[src/sv/rpc_pkg.sv]
// Shared types and constants of the relation property checker.
// Used by every module of the block; depends on nothing.
package rpc_pkg;

    localparam int DEF_MAX_ELEMENTS = 32;
    localparam int ELEM_W           = 6;
    localparam int SIZE_W           = 6;
    localparam int CLASS_W          = 2;

    localparam logic [CLASS_W-1:0] CLS_EQUIV   = 2'd0;
    localparam logic [CLASS_W-1:0] CLS_PORDER  = 2'd1;
    localparam logic [CLASS_W-1:0] CLS_NEITHER = 2'd2;

    localparam logic [SIZE_W-1:0] SIZE_RESET = 6'd1;

    typedef struct packed {
        logic reflexive;
        logic symmetric;
        logic antisymmetric;
        logic transitive;
    } t_props;

    function automatic logic [CLASS_W-1:0] classify(input t_props p);
        logic [CLASS_W-1:0] cls;
        if (p.reflexive && p.symmetric && p.transitive) begin
            cls = CLS_EQUIV;
        end else if (p.reflexive && p.antisymmetric && p.transitive) begin
            cls = CLS_PORDER;
        end else begin
            cls = CLS_NEITHER;
        end
        return cls;
    endfunction

endpackage

[src/sv/rpc_row_mem.sv]
// Row memory of the relation matrix: one write port, one registered read port.
// Rows carry valid bits so that one clear strobe empties the whole matrix. Uses rpc_pkg.
module rpc_row_mem #(
    parameter int   MAX_ELEMENTS = rpc_pkg::DEF_MAX_ELEMENTS,
    localparam int  IDX_W        = $clog2(MAX_ELEMENTS)
) (
    input  logic                    i_clk,
    input  logic                    i_rst_n,
    input  logic                    i_clear,
    input  logic                    i_wr_en,
    input  logic [IDX_W-1:0]        i_wr_addr,
    input  logic [MAX_ELEMENTS-1:0] i_wr_data,
    input  logic                    i_rd_en,
    input  logic [IDX_W-1:0]        i_rd_addr,
    output logic [MAX_ELEMENTS-1:0] o_rd_data
);
    import rpc_pkg::*;

    logic [MAX_ELEMENTS-1:0] r_mem [MAX_ELEMENTS];
    logic [MAX_ELEMENTS-1:0] r_valid;
    logic [MAX_ELEMENTS-1:0] r_rd_q;
    logic                    r_rd_ok;

    always_ff @(posedge i_clk) begin
        if (i_wr_en) begin
            r_mem[i_wr_addr] <= i_wr_data;
        end
        if (i_rd_en) begin
            r_rd_q <= r_mem[i_rd_addr];
        end
    end

    // A row that has not been written since the last clear reads as zero.
    always_ff @(posedge i_clk) begin
        if (!i_rst_n) begin
            r_valid <= '0;
            r_rd_ok <= 1'b0;
        end else begin
            if (i_rd_en) begin
                r_rd_ok <= r_valid[i_rd_addr];
            end
            if (i_clear) begin
                r_valid <= '0;
            end else if (i_wr_en) begin
                r_valid[i_wr_addr] <= 1'b1;
            end
        end
    end

    assign o_rd_data = r_rd_ok ? r_rd_q : '0;

endmodule

[src/sv/rpc_eval.sv]
// Evaluation sequencer: scans the row memory pair by pair and accumulates
// the four relation properties. Uses rpc_pkg and drives the read port of rpc_row_mem.
module rpc_eval #(
    parameter int  MAX_ELEMENTS = rpc_pkg::DEF_MAX_ELEMENTS,
    localparam int IDX_W        = $clog2(MAX_ELEMENTS),
    localparam int CNT_W        = $clog2(MAX_ELEMENTS + 1)
) (
    input  logic                    i_clk,
    input  logic                    i_rst_n,
    input  logic                    i_start,
    input  logic [CNT_W-1:0]        i_size,
    input  logic                    i_take,
    input  logic [MAX_ELEMENTS-1:0] i_rd_data,
    output logic                    o_rd_en,
    output logic [IDX_W-1:0]        o_rd_addr,
    output logic                    o_done,
    output rpc_pkg::t_props         o_props
);
    import rpc_pkg::*;

    typedef enum logic [4:0] {
        E_IDLE = 5'b00001,
        E_ROWI = 5'b00010,
        E_CAP  = 5'b00100,
        E_SCAN = 5'b01000,
        E_HOLD = 5'b10000
    } t_ev_state;

    t_ev_state               r_state, n_state;
    logic [IDX_W-1:0]        r_i, n_i;
    logic [IDX_W-1:0]        r_j, n_j;
    logic [MAX_ELEMENTS-1:0] r_row_i, n_row_i;
    t_props                  r_props, n_props;

    logic [MAX_ELEMENTS-1:0] ones;
    logic [MAX_ELEMENTS-1:0] col_mask;
    logic [CNT_W-1:0]        size_m1;
    logic [IDX_W-1:0]        last_idx;
    logic                    ij, ji;
    logic                    trans_hit;

    assign ones     = '1;
    assign col_mask = ~(ones << i_size);
    assign size_m1  = i_size - CNT_W'(1);
    assign last_idx = size_m1[IDX_W-1:0];

    assign ij        = r_row_i[r_j];
    assign ji        = i_rd_data[r_i];
    assign trans_hit = |(i_rd_data & col_mask & ~r_row_i);

    always_comb begin
        n_state   = r_state;
        n_i       = r_i;
        n_j       = r_j;
        n_row_i   = r_row_i;
        n_props   = r_props;
        o_rd_en   = 1'b0;
        o_rd_addr = r_i;
        case (r_state)
            E_IDLE: begin
                if (i_start) begin
                    n_props = '{reflexive: 1'b1, symmetric: 1'b1,
                                antisymmetric: 1'b1, transitive: 1'b1};
                    n_i     = '0;
                    n_state = (i_size == '0) ? E_HOLD : E_ROWI;
                end
            end
            E_ROWI: begin
                o_rd_en   = 1'b1;
                o_rd_addr = r_i;
                n_state   = E_CAP;
            end
            E_CAP: begin
                n_row_i   = i_rd_data;
                o_rd_en   = 1'b1;
                o_rd_addr = '0;
                n_j       = '0;
                n_state   = E_SCAN;
            end
            E_SCAN: begin
                // The word on the read port is row j; row i sits in r_row_i.
                if (r_i == r_j && !ij) begin
                    n_props.reflexive = 1'b0;
                end
                if (ij != ji) begin
                    n_props.symmetric = 1'b0;
                end
                if (ij && ji && r_i != r_j) begin
                    n_props.antisymmetric = 1'b0;
                end
                if (ij && trans_hit) begin
                    n_props.transitive = 1'b0;
                end
                if (r_j != last_idx) begin
                    o_rd_en   = 1'b1;
                    o_rd_addr = r_j + IDX_W'(1);
                    n_j       = r_j + IDX_W'(1);
                end else if (r_i == last_idx) begin
                    n_state = E_HOLD;
                end else begin
                    n_i     = r_i + IDX_W'(1);
                    n_state = E_ROWI;
                end
            end
            E_HOLD: begin
                if (i_take) begin
                    n_state = E_IDLE;
                end
            end
            default: begin
                n_state = E_IDLE;
            end
        endcase
    end

    always_ff @(posedge i_clk) begin
        if (!i_rst_n) begin
            r_state <= E_IDLE;
            r_i     <= '0;
            r_j     <= '0;
        end else begin
            r_state <= n_state;
            r_i     <= n_i;
            r_j     <= n_j;
        end
    end

    always_ff @(posedge i_clk) begin
        r_row_i <= n_row_i;
        r_props <= n_props;
    end

    assign o_done  = (r_state == E_HOLD);
    assign o_props = r_props;

endmodule

[src/sv/relation_property_checker_core.sv]
// Top level of the relation property checker: load path, control and result register.
// Depends on rpc_pkg, rpc_row_mem and rpc_eval.
//
// Usage:
//   Input channel (i_in_valid / o_in_ready) carries one word per pair of
//   one-based element numbers. A word with i_pair_present set stores its pair
//   in the matrix; a pair with an element of 0 or above the active size is dropped
//   and marks an index error. The word with i_last_pair set closes the set.
//   Pairs load at one word per cycle; a read-modify-write of the row memory
//   runs behind, with forwarding when two consecutive pairs hit the same row.
//   After the last word the input is held off while the evaluator walks the
//   matrix through the single read port of the row memory, over the active
//   size (set_size limited to MAX_ELEMENTS); the result word then appears on
//   o_out_valid / i_out_ready.
//   The matrix and the error flag are cleared when the result word is registered.
//   A stalled receiver does not block loading of the next set; only its
//   result waits until the previous one has been taken.
//   i_cfg_we writes set_size; write it only while the block is idle.
//   Reset (synchronous, active low) empties the matrix and sets set_size to 1.
module relation_property_checker_core #(
    parameter int MAX_ELEMENTS = rpc_pkg::DEF_MAX_ELEMENTS
) (
    input  logic                         i_clk,
    input  logic                         i_rst_n,
    input  logic                         i_cfg_we,
    input  logic [rpc_pkg::SIZE_W-1:0]   i_cfg_data,
    input  logic                         i_in_valid,
    output logic                         o_in_ready,
    input  logic [rpc_pkg::ELEM_W-1:0]   i_first_element,
    input  logic [rpc_pkg::ELEM_W-1:0]   i_second_element,
    input  logic                         i_pair_present,
    input  logic                         i_last_pair,
    output logic                         o_out_valid,
    input  logic                         i_out_ready,
    output logic                         o_is_reflexive,
    output logic                         o_is_symmetric,
    output logic                         o_is_antisymmetric,
    output logic                         o_is_transitive,
    output logic [rpc_pkg::CLASS_W-1:0]  o_relation_class,
    output logic                         o_index_error
);
    import rpc_pkg::*;

    localparam int IDX_W = $clog2(MAX_ELEMENTS);
    localparam int CNT_W = $clog2(MAX_ELEMENTS + 1);
    localparam logic [MAX_ELEMENTS-1:0] ROW_ONE = MAX_ELEMENTS'(1);

    typedef enum logic [2:0] {
        S_LOAD  = 3'b001,
        S_DRAIN = 3'b010,
        S_EVAL  = 3'b100
    } t_top_state;

    t_top_state r_state, n_state;
    logic [SIZE_W-1:0] r_set_size;
    logic              r_err;

    logic [CNT_W-1:0]  act_n;
    logic [ELEM_W:0]   size_ext, n_ext, a_ext, b_ext;
    logic              bad_pair;
    logic              in_acc;
    logic              out_free;
    logic              take;

    // Load pipeline
    logic                    ld_rd_en;
    logic [IDX_W-1:0]        ld_rd_addr;
    logic                    r_ld_valid;
    logic [IDX_W-1:0]        r_ld_row, r_ld_col;
    logic                    r_wr_valid;
    logic [IDX_W-1:0]        r_wr_addr;
    logic [MAX_ELEMENTS-1:0] r_wr_data;
    logic [MAX_ELEMENTS-1:0] wr_data;
    logic                    fwd;

    // Memory and evaluator connections
    logic                    mem_rd_en;
    logic [IDX_W-1:0]        mem_rd_addr;
    logic [MAX_ELEMENTS-1:0] mem_rd_data;
    logic                    ev_rd_en;
    logic [IDX_W-1:0]        ev_rd_addr;
    logic                    ev_start;
    logic                    ev_done;
    t_props                  ev_props;

    // Output register
    logic               r_out_valid;
    t_props             r_out_props;
    logic [CLASS_W-1:0] r_out_class;
    logic               r_out_err;

    assign size_ext = {1'b0, r_set_size};
    assign act_n    = (size_ext > (ELEM_W+1)'(MAX_ELEMENTS)) ? CNT_W'(MAX_ELEMENTS)
                                                              : CNT_W'(r_set_size);
    assign n_ext    = (ELEM_W+1)'(act_n);
    assign a_ext    = {1'b0, i_first_element};
    assign b_ext    = {1'b0, i_second_element};
    assign bad_pair = (i_first_element == '0) || (i_second_element == '0) ||
                      (a_ext > n_ext) || (b_ext > n_ext);

    assign o_in_ready = (r_state == S_LOAD);
    assign in_acc     = i_in_valid && o_in_ready;
    assign out_free   = !r_out_valid || i_out_ready;
    assign take       = (r_state == S_EVAL) && ev_done && out_free;
    assign ev_start   = (r_state == S_DRAIN);

    assign ld_rd_en   = in_acc && i_pair_present && !bad_pair;
    assign ld_rd_addr = IDX_W'(i_first_element - ELEM_W'(1));

    // The row written in the previous cycle is not yet visible on the read port.
    assign fwd     = r_wr_valid && (r_wr_addr == r_ld_row);
    assign wr_data = (fwd ? r_wr_data : mem_rd_data) | (ROW_ONE << r_ld_col);

    assign mem_rd_en   = ld_rd_en || ev_rd_en;
    assign mem_rd_addr = ev_rd_en ? ev_rd_addr : ld_rd_addr;

    always_comb begin
        n_state = r_state;
        case (r_state)
            S_LOAD: begin
                if (in_acc && i_last_pair) begin
                    n_state = S_DRAIN;
                end
            end
            S_DRAIN: begin
                n_state = S_EVAL;
            end
            S_EVAL: begin
                if (take) begin
                    n_state = S_LOAD;
                end
            end
            default: begin
                n_state = S_LOAD;
            end
        endcase
    end

    always_ff @(posedge i_clk) begin
        if (!i_rst_n) begin
            r_state     <= S_LOAD;
            r_set_size  <= SIZE_RESET;
            r_err       <= 1'b0;
            r_ld_valid  <= 1'b0;
            r_wr_valid  <= 1'b0;
            r_out_valid <= 1'b0;
        end else begin
            r_state    <= n_state;
            r_ld_valid <= ld_rd_en;
            r_wr_valid <= r_ld_valid;
            if (i_cfg_we) begin
                r_set_size <= i_cfg_data;
            end
            if (take) begin
                r_err <= 1'b0;
            end else if (in_acc && i_pair_present && bad_pair) begin
                r_err <= 1'b1;
            end
            if (take) begin
                r_out_valid <= 1'b1;
            end else if (i_out_ready) begin
                r_out_valid <= 1'b0;
            end
        end
    end

    always_ff @(posedge i_clk) begin
        if (ld_rd_en) begin
            r_ld_row <= ld_rd_addr;
            r_ld_col <= IDX_W'(i_second_element - ELEM_W'(1));
        end
        r_wr_addr <= r_ld_row;
        r_wr_data <= wr_data;
        if (take) begin
            r_out_props <= ev_props;
            r_out_class <= classify(ev_props);
            r_out_err   <= r_err;
        end
    end

    rpc_row_mem #(
        .MAX_ELEMENTS (MAX_ELEMENTS)
    ) u_row_mem (
        .i_clk     (i_clk),
        .i_rst_n   (i_rst_n),
        .i_clear   (take),
        .i_wr_en   (r_ld_valid),
        .i_wr_addr (r_ld_row),
        .i_wr_data (wr_data),
        .i_rd_en   (mem_rd_en),
        .i_rd_addr (mem_rd_addr),
        .o_rd_data (mem_rd_data)
    );

    rpc_eval #(
        .MAX_ELEMENTS (MAX_ELEMENTS)
    ) u_eval (
        .i_clk     (i_clk),
        .i_rst_n   (i_rst_n),
        .i_start   (ev_start),
        .i_size    (act_n),
        .i_take    (take),
        .i_rd_data (mem_rd_data),
        .o_rd_en   (ev_rd_en),
        .o_rd_addr (ev_rd_addr),
        .o_done    (ev_done),
        .o_props   (ev_props)
    );

    assign o_out_valid        = r_out_valid;
    assign o_is_reflexive     = r_out_props.reflexive;
    assign o_is_symmetric     = r_out_props.symmetric;
    assign o_is_antisymmetric = r_out_props.antisymmetric;
    assign o_is_transitive    = r_out_props.transitive;
    assign o_relation_class   = r_out_class;
    assign o_index_error      = r_out_err;

endmodule

[config.mk]
export PLATFORM = sky130hd
export DESIGN_NAME = relation_property_checker_core
export DESIGN_NICKNAME = d
export VERILOG_FILES = /design/src/sv/rpc_pkg.sv /design/src/sv/rpc_row_mem.sv /design/src/sv/rpc_eval.sv /design/src/sv/relation_property_checker_core.sv
export SDC_FILE = /design/constraint.sdc
export NUM_CORES = 2
export LEC_CHECK = 0
export ABC_AREA = 1
export BUFFER_PORTS_ARGS = -buffer_cell sky130_fd_sc_hd__buf_2
export CAP_MARGIN = 20
export CORE_UTILIZATION = 50
export DETAILED_ROUTE_END_ITERATION = 10
export PLACE_DENSITY_LB_ADDON = 0.15
export SLEW_MARGIN = 20
export SYNTH_ARGS = -nofsm -noshare
export SYNTH_HDL_FRONTEND = slang
export SYNTH_SLANG_ARGS = --single-unit
[constraint.sdc]
create_clock -name i_clk -period 8.6 [get_ports i_clk]
set_input_delay 0.43 -clock i_clk [delete_from_list [all_inputs] [get_ports i_clk]]
set_output_delay 0.43 -clock i_clk [all_outputs]
set_load 0.01 [all_outputs]
==> results.md <==
- Status: finished, final reports clean
- Share of power burned in registers: 50.0%
- P&R area growth vs syn: 11.5%
- Reg2reg start: r_set_size[3]
- Yosys cell types: 59
- Fmax: 0.192 GHz
- Final Critical Period: 5.21 ns
- Worst Path Buf+Inv: 3
- CP required: 9.09 ns
- Clock slew at reported path FFs: 0.06 ns
- Hold_sp: i_in_valid
- Drt pass-1 iters: 5
- RSZ-0062 raised after global routing: false
- Post-route antenna net violation count: 0
- GP Congestion: 0.946
- Reg-to-Reg End: u_row_mem.r_rd_q[7]
- CP cell instances: nor2_1 -> nand3_1 -> nand2_2 -> nand2_1 -> ha_1 -> xor2_1 -> nand3_1 -> nor3_4 -> nand4_4 -> nand2_4 -> nand2_4 -> nor2_1 -> a21oi_4 -> buf_4 -> inv_6 -> buf_4 -> o211ai_1 -> nand3_1 -> nand2_1 -> nand2_1 -> nand2_1
- CTS sink cnt: 1207
- CTS tree: yes
- Worst hold path type: in -> reg
- Layout Utilization: 56.7%
- Synth area leaders: edfxtp_1 (66%), o211ai_1 (6.9%), dfxtp_1 (3.9%), nor2_1 (3.2%), o21ai_0 (3.0%)
- Vias in the first global route: 30537
- Gate power share: 9.0%
- Sequential fraction of the synthesis area: 70.1%
- Sw frac: 23.9%
- Die height: 319 um
- Slowest-stage cell, CP: inv_6
- Cell mode on critical path: nand2_1
- Total Neg Setup Slack: 0 ns
- Die area: 102000 sq um
- Post-synthesis cell area: 50300 sq um
- Final WL: 142000 um
- Cell family with most CP delay: simple AND/OR/NAND/NOR gates
- Buffers added on ports: 33
- Starting DRC count in detailed routing: 3756
- Yosys warnings: 0
- Remaining Overflow, GRT: 0
- Final Max Tran Viols: 0
- Crit path launch type: flop
- Skew final: 0.0373 ns
- Crit-path max FO: 98
- Post-Syn Instances: 4010
- CP max stage delay: 0.83 ns
- Hold path depth: 3
- Vias: 32530
- Fin crit share: 60.6%
- Worst-case clock buffer depth: 3
- Area leader, netlist: edfxtp_1
- Share of layout cells above drive strength 1: 11.2%
- Via/cell ratio: 6.02
- Seq cells post-synth: 1207
- Clock power frac: 41.1%
- WP data arrival: 5.70 ns
- WHS Endpoint: r_err
- Overall routing resource usage: 27.8%
- Syn_area_per_cell: 12.5 sq um
- Initial core utilization: 50.8%
- Clock root cell: clkbuf_16
- IO Pins: 34
- Slew HR: 25.5%
- Max IR drop VDD: 0.183 mV
- First-pass GRT wire length: 208000 um
- Worst-Margin Slew: 1.12 ns
- Largest net degree at the start of global routing: 154
- MaxCap Viol Count: 0
- Core area: 99000 sq um
- PwrDens: 230 nW/um^2
- Leakage: 19.3 nW
- Fin nets: 4058
- Sw Pwr: 3.08 mW
- Initial antenna violation count: 1
- CP Capture Type: flop
- DRC errors left: 0
- CTS Buf Count: 121
- CTS resizes: 0
- CP Class: reg -> reg
- R2R setup slack: 3.39 ns
- Power Internal: 9.81 mW
- Final Hold Violating Endpoints: 0
- Yosys top cell area share: 66.2%
- Drt wl/cell: 26.3 um
- CTS HTree Levels: 3
- Setup violations, final: 0
- Die X: 319 um
- Post-DP HPWL: 69300 um
- Clk_lat worst skew: 0.73 ns
- Worst reg2reg path depth: 21
- # rows: 115
- Net Count, Synth: 4056
==> tightest hold or removal path: cells and delay by family <==
kind	cells	cell delay, ns
and+or+nand+nor	1	0.10
AOI/OAI and AO/OA	1	0.07
buffers and inverters	1	0.10
==> cells by family (layout without fill, tap and decap cells) <==
kind of cell    Yosys count  in the layout  share of synthesized area, %
buf+inv                 488            597                          4.44
other cells               0              2                             0
flops                  1207           1207                          70.1
simple gates           1346           1346                          12.0
compound gates          932            932                          12.6
fa+ha+maj                21             21                         0.522
xor+xnor                 16             16                         0.293
==> cell usage after synthesis, drive strengths merged <==
cell type,number
nor4,4
o22ai,5
xnor2,6
ha,21
nor3,28
nor3b,2
o32ai,2
nor2,435
edfxtp,1109
or4,1
o211a,2
nor4b,1
o221ai,27
a31oi,2
a21oi,56
o21ai,310
o31ai,4
or2,193
clkinv,2
clkbuf,115
buf,139
a221oi,6
nand3b,3
o21a,1
nand4,9
inv,232
o211ai,500
a211oi,6
o2111ai,6
dfxtp,98
nand2,407
a22oi,1
xor2,10
o311ai,4
nand3,263
==> stage by stage <==
stage / std cells / hold slack, ns / cell area (sq um) / setup slack, ns / power [mW]
3_3_place_gp: 5163 / 0.421 / 51900 / 3.57 / 7.70
2_1_floorplan: 4010 / 0.395 / 50300 / 4.55 / 7.37
4_1_cts: 5406 / 0.00262 / 56100 / 3.47 / 12.9
5_1_grt: 5406 / 0.0432 / 56100 / 3.01 / 13.3
6_report: 5408 / 0.0271 / 56100 / 3.39 / 12.9
3_5_place_dp: 5167 / 0.423 / 52000 / 3.50 / 7.71
==> sequential cells by signal, indices dropped and copies added (netlist names), 2 cells and up <==
| name | flops |
|---|---|
| u_row_mem.r_mem | 1024 |
| r_wr_data | 32 |
| u_eval.r_row_i | 32 |
| u_row_mem.r_rd_q | 32 |
| u_row_mem.r_valid | 32 |
| r_set_size | 6 |
| r_ld_col | 5 |
| r_ld_row | 5 |
| r_wr_addr | 5 |
| u_eval.r_i | 5 |
| u_eval.r_j | 5 |
| u_eval.r_state | 5 |
| u_eval.o_props | 4 |
| r_state | 3 |
| o_relation_class | 2 |
==> cells in the final DEF (no fill, tap or decap), types with 80 or more instances in the layout <==
cell       count
buf_4         80
clkbuf_16    122
dfxtp_1       98
edfxtp_1    1109
inv_1        222
nand2_1      394
nand3_1      261
nor2_1       403
o211ai_1     463
o21ai_0      306
or2_0         86
==> layout make-up <==
| cell class | instances | area (sq um) |
|---|---|---|
| Timing Repair Buffer | 133 | 1040 |
| Sequential cell | 1207 | 35300 |
| Inverter | 234 | 897 |
| Antenna cell | 2 | 5.00 |
| Multi-Input combinational cell | 2315 | 13300 |
| Clock inverter | 72 | 703 |
| Fill cell | 7967 | 42900 |
| Tap cell | 1287 | 1610 |
| Clock buffer | 158 | 3270 |
==> how the worst max path moves through the flow <==
stage / start / to / slack (ns) / cells after the start
3_5_place_dp: r_set_size[3] / u_row_mem.r_rd_q[7] / 3.50 / 21
6_report: r_set_size[3] / u_row_mem.r_rd_q[7] / 3.39 / 21
3_3_place_gp: u_eval.r_j[0] / u_row_mem.r_rd_q[7] / 3.57 / 17
5_1_grt: u_eval.r_j[0] / u_row_mem.r_rd_q[7] / 3.01 / 17
2_1_floorplan: r_set_size[3] / u_row_mem.r_rd_q[0] / 4.55 / 15
4_1_cts: r_set_size[3] / u_row_mem.r_rd_q[7] / 3.47 / 21
==> metal layers <==
metal	global-route usage [%]	up-vias	wire length, um
met1	39.1	16291	60100
met4	9.99	0	4820
li1	-	14773	-
met5	0	-	0
met3	3.96	223	10700
met2	44.3	1243	66800
==> repair_timing <==
action / CTS / global route
hold buffers: 9 / 0
hold endpoints to repair: 6 / 0
setup buffers: 0 / 0
==> power by group through the flow <==
stage / sequential [mW] / combinational, mW / clock, mW
after global routing: 6.44 / 1.28 / 5.58
after detailed placement: 6.57 / 1.15 / 0
after floorplan: 6.55 / 0.818 / 0
after global placement: 6.57 / 1.14 / 0
after CTS: 6.44 / 1.15 / 5.35
final: 6.44 / 1.16 / 5.30
Note: power is estimated with default switching activity, not from simulation.
